File: src/rtl/business_day_return_date_top_assert.svh
`ifndef BUSINESS_DAY_RETURN_DATE_TOP_ASSERT_SVH
`define BUSINESS_DAY_RETURN_DATE_TOP_ASSERT_SVH

// same-cycle implication, checked on every rising clk edge outside reset
`define BDRD_ASSERT_NOW(label, ante, cons, msg) \
  label: assert property (@(posedge clk) disable iff (rst) (ante) |-> (cons)) else $error(msg);

// next-cycle implication
`define BDRD_ASSERT_NEXT(label, ante, cons, msg) \
  label: assert property (@(posedge clk) disable iff (rst) (ante) |=> (cons)) else $error(msg);

`endif

File: src/rtl/bdrd_pkg.sv
package bdrd_pkg;

  localparam int unsigned YEAR_MAX  = 9999;
  localparam int unsigned CENTURY   = 100;
  localparam int unsigned WEEK_DAYS = 7;
  localparam logic [6:0]  MASK_RESET = 7'd96;
  localparam logic [6:0]  MASK_ALL   = 7'h7f;

  typedef struct packed {
    logic [4:0]  start_day;
    logic [3:0]  start_month;
    logic [13:0] start_year;
    logic [14:0] work_days;
  } req_t;

  typedef struct packed {
    logic [4:0]  ret_day;
    logic [3:0]  ret_month;
    logic [13:0] ret_year;
    logic [2:0]  ret_weekday;
    logic        bad_date;
  } rsp_t;

  // running date plus year remainders used for the leap test
  typedef struct packed {
    logic [4:0]  day;
    logic [3:0]  month;
    logic [13:0] year;
    logic [2:0]  wd;
    logic [6:0]  r100;
    logic [8:0]  r400;
  } date_t;

  function automatic logic [4:0] days_in_month(input logic [3:0] month, input logic leap);
    logic [4:0] dim;
    unique case (month)
      4'd1, 4'd3, 4'd5, 4'd7, 4'd8, 4'd10, 4'd12: dim = 5'd31;
      4'd4, 4'd6, 4'd9, 4'd11:                    dim = 5'd30;
      4'd2:                                       dim = leap ? 5'd29 : 5'd28;
      default:                                    dim = 5'd0;
    endcase
    return dim;
  endfunction

  // (31 * mm) / 12 with march-based month numbering
  function automatic logic [4:0] month_offset(input logic [3:0] month);
    logic [4:0] off;
    unique case (month)
      4'd1:    off = 5'd28;
      4'd2:    off = 5'd31;
      4'd3:    off = 5'd2;
      4'd4:    off = 5'd5;
      4'd5:    off = 5'd7;
      4'd6:    off = 5'd10;
      4'd7:    off = 5'd12;
      4'd8:    off = 5'd15;
      4'd9:    off = 5'd18;
      4'd10:   off = 5'd20;
      4'd11:   off = 5'd23;
      4'd12:   off = 5'd25;
      default: off = 5'd0;
    endcase
    return off;
  endfunction

endpackage

File: src/rtl/bdrd_chan_if.sv
interface bdrd_chan_if #(
  parameter type data_t = logic
);
  logic  valid;
  logic  ready;
  data_t data;

  modport source (output valid, output data, input ready);
  modport sink (input valid, input data, output ready);
endinterface

File: src/rtl/bdrd_sub_unit.sv
module bdrd_sub_unit (
  input  logic [14:0] acc,
  input  logic [6:0]  divisor,
  output logic        ge,
  output logic [14:0] diff
);

  assign ge   = acc >= {8'd0, divisor};
  assign diff = acc - {8'd0, divisor};

endmodule

File: src/rtl/bdrd_day_step.sv
module bdrd_day_step (
  input  bdrd_pkg::date_t cur,
  output bdrd_pkg::date_t nxt
);

  logic       leap;
  logic [4:0] dim;

  assign leap = (cur.year[1:0] == 2'd0 && cur.r100 != 7'd0) || cur.r400 == 9'd0;
  assign dim  = bdrd_pkg::days_in_month(cur.month, leap);

  always_comb begin
    nxt = cur;
    if (cur.day >= dim) begin
      nxt.day = 5'd1;
      if (cur.month >= 4'd12) begin
        nxt.month = 4'd1;
        nxt.year  = cur.year + 14'd1;
        nxt.r100  = (cur.r100 == 7'(bdrd_pkg::CENTURY - 1)) ? 7'd0 : cur.r100 + 7'd1;
        nxt.r400  = (cur.r400 == 9'(4 * bdrd_pkg::CENTURY - 1)) ? 9'd0 : cur.r400 + 9'd1;
      end else begin
        nxt.month = cur.month + 4'd1;
      end
    end else begin
      nxt.day = cur.day + 5'd1;
    end
    nxt.wd = (cur.wd == 3'(bdrd_pkg::WEEK_DAYS - 1)) ? 3'd0 : cur.wd + 3'd1;
  end

endmodule

File: src/rtl/business_day_return_date_top.sv
// business-day return date
// req channel: start_day, start_month, start_year, work_days; one item at a time.
// rsp channel: ret_day, ret_month, ret_year, ret_weekday, bad_date; one item per req.
// cfg channel: 7-bit weekend mask (bit i = weekday i, 0 = sunday, is off); always
//   ready; it must be written only while the block is idle, and the block itself does
//   not enforce this. reset value marks friday and saturday.
// the year divide and the weekday mod 7 run by repeated subtraction on one shared
//   compare/subtract unit; the walk then steps one calendar day per cycle.
// req.ready is low from acceptance until the result is handed to the output register.
// an invalid start date skips the weekday and the walk and is echoed with bad_date.
// results sit in a single output register; a stalled receiver holds it, and the block
//   then takes one more item and parks its finished result until the register frees.
// rst (synchronous, active high) empties the pipeline and restores the mask.
module business_day_return_date_top (
  input logic       clk,
  input logic       rst,
  bdrd_chan_if.sink   req,
  bdrd_chan_if.source rsp,
  bdrd_chan_if.sink   cfg
);

  `include "business_day_return_date_top_assert.svh"

  typedef enum logic [4:0] {
    S_IDLE = 5'b00001,
    S_DIV  = 5'b00010,
    S_MOD7 = 5'b00100,
    S_WALK = 5'b01000,
    S_DONE = 5'b10000
  } state_t;

  state_t          state;
  bdrd_pkg::date_t cur;
  bdrd_pkg::date_t step;
  logic [14:0]     n;
  logic [14:0]     acc;
  logic [7:0]      q;
  logic            bad;
  logic [6:0]      mask;
  logic            out_full;
  bdrd_pkg::rsp_t  out_data;

  logic [6:0]  divisor;
  logic        ge;
  logic [14:0] diff;

  // end-of-divide values
  logic        early;
  logic [6:0]  r100_fin;
  logic [8:0]  r400_fin;
  logic        leap_fin;
  logic [4:0]  dim_fin;
  logic        bad_fin;
  logic [13:0] yy;
  logic [7:0]  yy100;
  logic [5:0]  yy400;
  logic [14:0] wd_sum;
  logic        off;
  logic        take_out;
  logic        load_out;

  bdrd_sub_unit u_sub (
    .acc     (acc),
    .divisor (divisor),
    .ge      (ge),
    .diff    (diff)
  );

  bdrd_day_step u_step (
    .cur (cur),
    .nxt (step)
  );

  assign divisor = (state == S_DIV) ? 7'(bdrd_pkg::CENTURY) : 7'(bdrd_pkg::WEEK_DAYS);

  always_comb begin
    early    = cur.month <= 4'd2;
    r100_fin = acc[6:0];
    r400_fin = 9'(q[1:0]) * 9'(bdrd_pkg::CENTURY) + 9'(r100_fin);
    leap_fin = (cur.year[1:0] == 2'd0 && r100_fin != 7'd0) || r400_fin == 9'd0;
    dim_fin  = bdrd_pkg::days_in_month(cur.month, leap_fin);
    bad_fin  = cur.month < 4'd1 || cur.month > 4'd12 || cur.year < 14'd1 ||
               cur.year > 14'(bdrd_pkg::YEAR_MAX) || cur.day < 5'd1 || cur.day > dim_fin;
    yy       = cur.year - 14'(early);
    // march-based year: quotients drop by one when january/february sit on a boundary
    yy100    = q - 8'(early && r100_fin == 7'd0);
    yy400    = 6'(q >> 2) - 6'(early && r400_fin == 9'd0);
    wd_sum   = 15'(cur.day) + 15'(yy) + 15'(yy >> 2) + 15'(yy400) +
               15'(bdrd_pkg::month_offset(cur.month)) - 15'(yy100);
  end

  assign off      = mask[cur.wd];
  assign take_out = rsp.valid && rsp.ready;
  assign load_out = (state == S_DONE) && (!out_full || rsp.ready);

  assign req.ready = (state == S_IDLE);
  assign cfg.ready = 1'b1;
  assign rsp.valid = out_full;
  assign rsp.data  = out_data;

  always_ff @(posedge clk) begin
    if (rst) begin
      mask <= bdrd_pkg::MASK_RESET;
    end else if (cfg.valid && cfg.ready) begin
      mask <= cfg.data;
    end
  end

  always_ff @(posedge clk) begin
    if (rst) begin
      state <= S_IDLE;
    end else begin
      unique case (state)
        S_IDLE: begin
          if (req.valid) begin
            cur.day   <= req.data.start_day;
            cur.month <= req.data.start_month;
            cur.year  <= req.data.start_year;
            cur.wd    <= 3'd0;
            n         <= req.data.work_days;
            acc       <= 15'(req.data.start_year);
            q         <= 8'd0;
            state     <= S_DIV;
          end
        end
        S_DIV: begin
          if (ge) begin
            acc <= diff;
            q   <= q + 8'd1;
          end else begin
            cur.r100 <= r100_fin;
            cur.r400 <= r400_fin;
            bad      <= bad_fin;
            acc      <= wd_sum;
            state    <= bad_fin ? S_DONE : S_MOD7;
          end
        end
        S_MOD7: begin
          if (ge) begin
            acc <= diff;
          end else begin
            cur.wd <= acc[2:0];
            state  <= (mask == bdrd_pkg::MASK_ALL) ? S_DONE : S_WALK;
          end
        end
        S_WALK: begin
          if (n != 15'd0) begin
            if (!off) begin
              n <= n - 15'd1;
            end
            cur <= step;
          end else if (off) begin
            cur <= step;
          end else begin
            state <= S_DONE;
          end
        end
        S_DONE: begin
          if (load_out) begin
            state <= S_IDLE;
          end
        end
        default: state <= S_IDLE;
      endcase
    end
  end

  always_ff @(posedge clk) begin
    if (rst) begin
      out_full <= 1'b0;
    end else if (load_out) begin
      out_full <= 1'b1;
    end else if (take_out) begin
      out_full <= 1'b0;
    end
  end

  always_ff @(posedge clk) begin
    if (load_out) begin
      out_data.ret_day     <= cur.day;
      out_data.ret_month   <= cur.month;
      out_data.ret_year    <= cur.year;
      out_data.ret_weekday <= cur.wd;
      out_data.bad_date    <= bad;
    end
  end

  `BDRD_ASSERT_NEXT(a_accept_busy, req.valid && req.ready, state == S_DIV,
    "accepted item did not start the year divide")
  `BDRD_ASSERT_NOW(a_walk_date_sane, state == S_WALK,
    cur.day != 5'd0 && cur.month >= 4'd1 && cur.month <= 4'd12 && cur.wd != 3'd7,
    "walk reached an impossible date")
  `BDRD_ASSERT_NOW(a_rem_match, state == S_WALK,
    cur.r400 == 9'(cur.r100) || cur.r400 == 9'(cur.r100) + 9'd100 ||
    cur.r400 == 9'(cur.r100) + 9'd200 || cur.r400 == 9'(cur.r100) + 9'd300,
    "year remainders out of step")
  `BDRD_ASSERT_NEXT(a_count_down, state == S_WALK, n <= $past(n),
    "working day count grew during the walk")
  `BDRD_ASSERT_NOW(a_bad_no_walk, state == S_WALK, !bad,
    "invalid date entered the walk")

endmodule

File: src/flat_wrapper.sv
// flat-port wrapper written by rule: the top's interface ports become plain ports
module business_day_return_date_top_flat import bdrd_pkg::*;
  (clk, rst, req_valid, req_data, req_ready, rsp_valid, rsp_data, rsp_ready, cfg_valid, cfg_data, cfg_ready);
  bdrd_chan_if #(.data_t(req_t)) req_i ();
  bdrd_chan_if #(.data_t(rsp_t)) rsp_i ();
  bdrd_chan_if #(.data_t(logic [6:0])) cfg_i ();
  input logic clk;
  input logic rst;
  input wire logic [$bits(req_i.valid)-1:0] req_valid;
  input wire logic [$bits(req_i.data)-1:0] req_data;
  output wire logic [$bits(req_i.ready)-1:0] req_ready;
  output wire logic [$bits(rsp_i.valid)-1:0] rsp_valid;
  output wire logic [$bits(rsp_i.data)-1:0] rsp_data;
  input wire logic [$bits(rsp_i.ready)-1:0] rsp_ready;
  input wire logic [$bits(cfg_i.valid)-1:0] cfg_valid;
  input wire logic [$bits(cfg_i.data)-1:0] cfg_data;
  output wire logic [$bits(cfg_i.ready)-1:0] cfg_ready;
  assign req_i.valid = req_valid;
  assign req_i.data = req_data;
  assign req_ready = req_i.ready;
  assign rsp_valid = rsp_i.valid;
  assign rsp_data = rsp_i.data;
  assign rsp_i.ready = rsp_ready;
  assign cfg_i.valid = cfg_valid;
  assign cfg_i.data = cfg_data;
  assign cfg_ready = cfg_i.ready;
  business_day_return_date_top u_core (.clk(clk), .rst(rst), .req(req_i), .rsp(rsp_i), .cfg(cfg_i));
endmodule
File: config.mk
export PLATFORM = sky130hd
export DESIGN_NAME = business_day_return_date_top_flat
export DESIGN_NICKNAME = d
export VERILOG_FILES = /design/src/rtl/bdrd_pkg.sv /design/src/rtl/bdrd_chan_if.sv /design/src/rtl/bdrd_sub_unit.sv /design/src/rtl/bdrd_day_step.sv /design/src/rtl/business_day_return_date_top.sv /design/src/flat_wrapper.sv
export VERILOG_INCLUDE_DIRS = /design/src /design/src/rtl
export SDC_FILE = /design/constraint.sdc
export NUM_CORES = 1
export LEC_CHECK = 0
export ABC_CLOCK_PERIOD_IN_PS = 11860
export BUFFER_PORTS_ARGS = -buffer_cell sky130_fd_sc_hd__buf_4
export CORE_ASPECT_RATIO = 0.9
export CORE_MARGIN = 1.5
export CORE_UTILIZATION = 45
export CTS_CLUSTER_DIAMETER = 150
export DETAILED_ROUTE_END_ITERATION = 10
export PLACE_DENSITY_LB_ADDON = 0.25
export SKIP_LAST_GASP = 1
export SLEW_MARGIN = 20
export SYNTH_ARGS = -nofsm -noshare
export SYNTH_HDL_FRONTEND = slang
export SYNTH_SLANG_ARGS = --single-unit
export TNS_END_PERCENT = 100
File: constraint.sdc
create_clock -name clk -period 11.86 [get_ports clk]
set_input_delay 0 -clock clk [delete_from_list [all_inputs] [get_ports clk]]
set_output_delay 0 -clock clk [all_outputs]
set_load 0.03 [all_outputs]
### Word level (Yosys, flattened, before mapping)

Memories as Yosys holds them, arrays and structs flattened. A register that Yosys moved wholly into a read port is not among the register bits.
Cells that the tools add are included.

* word-level logic and storage cells: 167
* output and inout bits: 30
* bits of input ports: 50
* register bits after elaboration: 121
* bits in read-only memories: 80
* memories: 1

Memory list
* (no name shown): depth 16, bits a word 5, read ports 1, clocked after Yosys merged registers in 1, wr ports 0, line bdrd_pkg.sv:48 `unique case (month)`

* muxes and demuxes: 47
* multiply operators: 1
* reductions and logical operators: 38
* order comparisons: 11
* add/subtract/negate cells: 18
* bitwise operators: 2
* equality and inequality tests: 31

Operator list (number)
* $mux W15: 6
* $mux W42: 2
* $mux W16: 3
* $pmux W23 S2: 1
* $mux W5: 9
* $pmux W15 S3: 1
* $pmux W16 S2: 1
* $pmux W15 S2: 1
* $pmux W5 S3: 2
* $mux W26: 1
* $pmux W5 S5: 1
* $eq A4 B4 Y1 const B: 5
* $logic_not A9 Y1: 2
* $mux W18: 1
* $eq A4 B3 Y1 const B: 4
* $mux W8: 2
* $pmux W8 S2: 1
* $reduce_and A4 Y1: 4
* $add A15 B12 Y15: 1
* $add A15 B5 Y15: 1
* $add A15 B6 Y15: 1
* $add A5 B14 Y15: 1
* $ge A15 B7 Y1: 1
* $reduce_bool A15 Y1: 1
* 60 further kinds: 95

### Logic depth before layout (Yosys ltp)

* depth after elaboration: 11
* depth in mapped cells: 25
* depth with buffers taken out: 25

### Cells and area by module

A second synthesis with hierarchy kept.

* cell total of the unflattened synthesis: 1046
* area, all modules: 9774.4 um2

By module, submodules not included
* business_day_return_date_top: times used 1, sequential area each 3603.5 um2, area an instance 7872.6 um2, cells an instance 760
* bdrd_day_step: times used 1, sequential area each 0.0 um2, area an instance 1222.4 um2, cells an instance 182
* bdrd_sub_unit: times used 1, sequential area each 0.0 um2, area an instance 679.4 um2, cells an instance 104

### Worst setup path after synthesis

Ideal clock, no wire load.

* path kind: reg-to-reg
* start: register u_core.q[0]
* end: register u_core.acc[14], data pin
* setup slack: 5.799 ns
* period minus slack after synthesis: 6.061 ns
* buffers on the path: 0
* library setup time: 0.268 ns
* stages on the path, launching flop included: 25
* data arrival time: 5.793 ns
* data required time: 11.592 ns
* cell sequence: edfxtp_1 ha_1 fa_1 a31oi_1 nor2b_1 o21ai_0 xor2_1 nand4_1 nor2_1 ha_1 ha_1 xnor2_1 fa_1 fa_1 fa_1 inv_1 ha_1 fa_1 a211oi_1 o21bai_1 a31oi_1 o21ai_0 o41ai_1 xnor2_1 o22ai_1

* cells in the longest elaborated chain, start to end: 10
* elaborated cells on any way between the ends: 11
* those cells by class: 6 x add/sub; 1 x mul; 2 x mux; 2 x reduce/logical

RTL lines
* start, declared: line business_day_return_date_top.sv:37 `logic [7:0] q;`
* start signal, assigned: line business_day_return_date_top.sv:129 `q <= q + 8'd1;`
* $mul A2 B5 Y7: line business_day_return_date_top.sv:79 `r400_fin = 9'(q[1:0]) * 9'(bdrd_pkg::CENTURY) + 9'(r100_fin);`
* $add A9 B7 Y9: line business_day_return_date_top.sv:79
* $logic_not A9 Y1: line business_day_return_date_top.sv:87 `yy400 = 6'(q >> 2) - 6'(early && r400_fin == 9'd0);`
* $logic_and A1 B1 Y1: line business_day_return_date_top.sv:87
* $sub A6 B1 Y6: line business_day_return_date_top.sv:87
* $add A15 B6 Y15: line business_day_return_date_top.sv:88 `wd_sum = 15'(cur.day) + 15'(yy) + 15'(yy >> 2) + 15'(yy400) +`
* $add A15 B5 Y15: line business_day_return_date_top.sv:88
* $sub A15 B8 Y15 *: line business_day_return_date_top.sv:89 `15'(bdrd_pkg::month_offset(cur.month)) - 15'(yy100);`
* $mux W15 *: line business_day_return_date_top.sv:127 `if (ge) begin`
* $pmux W15 S3 *: line business_day_return_date_top.sv:113 `unique case (state)`
* end signal, assigned: line business_day_return_date_top.sv:121 `acc <= 15'(req.data.start_year);`
* end signal, assigned: line business_day_return_date_top.sv:128 `acc <= diff;`
* end signal, assigned: line business_day_return_date_top.sv:134 `acc <= wd_sum;`
* end, declared: line business_day_return_date_top.sv:36 `logic [14:0] acc;`

Mark *: on every way between the ends. The rest lies on a longest branch, timed or not.
A chain may end at the register's enable or synchronous reset.

### Worst setup path in the final report

Same ends and word-level chain as after synthesis.

==> impl_metrics.py <==
metrics = {
    "clock_tree": {
        "worstSkewPairLatency_ns": 0.43,
        "post-cts-setup-buffers": 0,
        "cts_buffers": 17,
        "postCtsHoldBufs": 59,
        "clk_path_buf_depth": 2,
        "root_buffer": "clkbuf_16",
        "cts.clk_slew.worst_paths_ns": 0.06,
        "cts_resized": 0,
        "htree_num_levels": 4,
        "cts_tree": "done",
        "clock_sinks": 126,
    },
    "finish": {
        "fin_nets": 1202,
        "area_growth_pct": 21.4,
        "fillers": 1721,
        "drive_gt1_frac": 0.128,
        "final_cells": 1321,
        "most-common-layout-cells": "108 x edfxtp_1, 90 x nand2_1, 85 x buf_4, 74 x inv_1, 73 x ha_1",
        "antenna_cells": 0,
        "final_common_cell": "edfxtp_1",
    },
    "die": {
        "dieArea_um2": 21300,
        "io_pins": 80,
        "die_y_um": 139,
        "row_count": 49,
        "initial_core_util": 0.460,
        "die_w_um": 154,
        "fp.coreArea_um2": 20000,
    },
    "sta": {
        "fin_crit_ns": 6.71,
        "timing.final.crit_share": 0.566,
        "rsz0062_at_grt": "false",
        "hold_violations": 0,
        "fin_setup_tns_ns": 0,
        "tightest_slew_ns": 0.897,
        "setup_viol": 0,
        "slew_headroom": 0.400,
        "fin_skew_ns": 0.00820,
        "max_clock_freq_ghz": 0.149,
        "final-max-slew-violation-count": 0,
    },
    "placement": {
        "port-buffer-count": 78,
        "place_congestion": 0.920,
        "place_hpwl_um": 17000,
        "dp.cells": 1230,
    },
    "power_and_ir_drop": {
        "swShare": 0.326,
        "p_comb_frac": 0.295,
        "power_density_nw_per_um2": 133,
        "p_int_mw": 1.00,
        "switching_power_mw": 0.483,
        "pwr-share-seq": 0.363,
        "ir_worst_vdd_v": 0.0000696,
        "power_mw": 1.48,
        "p_leak_nw": 4.52,
        "clkPwrFrac": 0.342,
    },
    "yosys": {
        "synth_warnings": 0,
        "synth_edf_count": 108,
        "synth_area_leaders": "edfxtp_1 35%, ha_1 9.9%, fa_1 5.7%",
        "ys_async_sr_fraction": 0,
        "postSynthCellCount": 927,
        "synth-seq-cells": 126,
        "synth_ff_type": "edfxtp_1",
        "syn_area_per_cell_um2": 9.91,
        "synth_cell_types": 77,
        "yosys.area.top_type_share": 0.353,
        "syn-cell-area_um2": 9190,
        "synth_fp_nets": 1076,
        "seq_area_frac_synth": 0.392,
        "synth_top_area_cell": "edfxtp_1",
    },
    "detailed_routing": {
        "vias": 7291,
        "ant_nets": 0,
        "routedWlPerCell_um": 17.7,
        "drc": 0,
        "drt_iter0_markers": 516,
        "avgViaCountPerCell": 5.52,
        "wl_um": 23300,
        "dr.pass1.iters": 6,
    },
    "global_routing": {
        "grt_pass1_vias": 7156,
        "grt_pass1_wl_um": 37600,
        "grt_max_degree": 81,
        "grt-ovfl-total": 0,
        "grt_usage": 0.226,
        "antenna_found_initial": 0,
    },
    "setup_path": {
        "r2r_start": "u_core.q[0]",
        "cp_common_cell": "fa_1",
        "path_buf_inv": 1,
        "arrival_ns": 6.88,
        "critPathMaxStageDelay_ns": 0.55,
        "worstSetupStartpointType": "flip-flop",
        "crit_chain": "ha_1 -> fa_1 -> a31oi_1 -> nor2b_1 -> o21ai_0 -> xor2_1 -> nand4_1 -> nor2_1 -> ha_1 -> ha_1 -> xnor2_1 -> fa_1 -> fa_1 -> fa_1 -> inv_1 -> ha_1 -> fa_1 -> a211oi_1 -> o21bai_1 -> a31oi_1 -> o21ai_0 -> o41ai_1 -> xnor2_1 -> o22ai_1",
        "setup.worst_path.start": "u_core.q[0]",
        "cpMaxStageDelayCell": "fa_1",
        "cp-end-kind": "flip-flop",
        "cp.required_ns": 12.02,
        "worstPathMaxFanout": 8,
        "critPathTopFamily": "adder cells",
        "worstSetupPathType": "flip-flop to flip-flop",
    },
    "flow_run": {
        "drv_cap": 0,
    },
    "hold_path": {
        "hold_path.class": "primary input to flip-flop",
        "hold_path_startpoint": "req_valid",
    },
    "run_status": {
        "run_status": "completed",
    },
}
==> area by class of cell <==
type                            count  area, µm²  share of cell area
Sequential cell                   126       3600               0.323
Multi-Input combinational cell    690       5150               0.462
Tap cell                          255        319              0.0286
Clock buffer                       17        425              0.0382
Inverter                           74        278              0.0249
Timing Repair Buffer              144       1230               0.110
Clock inverter                     15        140              0.0126
==> layer usage <==
metal | GRT usage | up-vias | share of wire
li1 | - | 3568 | -
met2 | 0.357 | 210 | 0.46
met5 | 0 | - | 0
met4 | 0.0848 | 0 | 0.024
met3 | 0.0500 | 39 | 0.061
met1 | 0.306 | 3474 | 0.45
==> synth_stat cells, drive strengths merged, types with 12 or more instances <==
cell type and instances:
mux2i 17, nand3 31, a21oi 18, xor2 43, nor2 75, o21ai 62
xnor2 50, nand2 90, inv 74, nor3 16, clkbuf 32, edfxtp 108
ha 73, dfxtp 18, and3 12, fa 26
==> registers in the layout, indices dropped and copies added, names as in the netlist, named ones only <==
signal and flops:
u_core.acc 15, u_core.bad 1, u_core.cur 42, u_core.mask 7, u_core.n 15, u_core.q 8, u_core.rsp.data 27, u_core.rsp.valid 1
u_core.state 5
==> cells by family (layout without fill, tap and decap cells) <==
group | Yosys count | after routing | synth area share
other cells | 1 | 1 | 0.000408
fa+ha+maj | 99 | 99 | 0.156
flops | 126 | 126 | 0.392
buf+inv | 111 | 250 | 0.0469
simple gates | 299 | 299 | 0.162
mux | 21 | 21 | 0.0248
xor+xnor | 93 | 93 | 0.0887
compound gates | 177 | 177 | 0.129
==> path summary, 6_finish.rpt <==
path | endpoint | depth (start not counted) | slack (ns)
hold reg to reg | u_core.rsp.data[0] | 0 | 0.49
hold / removal | u_core.state[0] | 4 | 0.08
setup reg to reg | u_core.acc[14] | 24 | 5.15
setup / recovery | u_core.acc[14] | 24 | 5.15
==> through the flow <==
stage | hold WS, ns | area, µm² | setup WS (ns) | utilization
6_report | 0.0751 | 11100 | 5.15 | 0.558
5_1_grt | 0.0927 | 11100 | 4.51 | 0.558
4_1_cts | 0.0490 | 11100 | 5.21 | 0.558
3_5_place_dp | 0.207 | 9990 | 5.23 | 0.500
3_3_place_gp | 0.206 | 9990 | 5.40 | 0.500
2_1_floorplan | 0.118 | 9190 | 5.80 | -
==> worst register-to-register path: cells and delay by family (launching register included) <==
family,cells,cell delay [ns]
buffers and inverters,1,0.05
flip-flops,1,0.51
adder cells (fa/ha/maj),9,3.29
AO/OA/AOI/OAI,8,1.67
AND/OR/NAND/NOR,3,0.40
XOR/XNOR,3,0.51
==> power groups by stage <==
| stage | Combinational, mW | Clock [mW] | Sequential [mW] |
|---|---|---|---|
| 6_report | 0.437 | 0.508 | 0.538 |
| 5_1_grt | 0.501 | 0.534 | 0.541 |
| 4_1_cts | 0.437 | 0.517 | 0.537 |
| 3_5_place_dp | 0.416 | 0 | 0.546 |
| 3_3_place_gp | 0.408 | 0 | 0.545 |
| 2_1_floorplan | 0.331 | 0 | 0.532 |
Note: power is estimated with default switching activity, not from simulation.
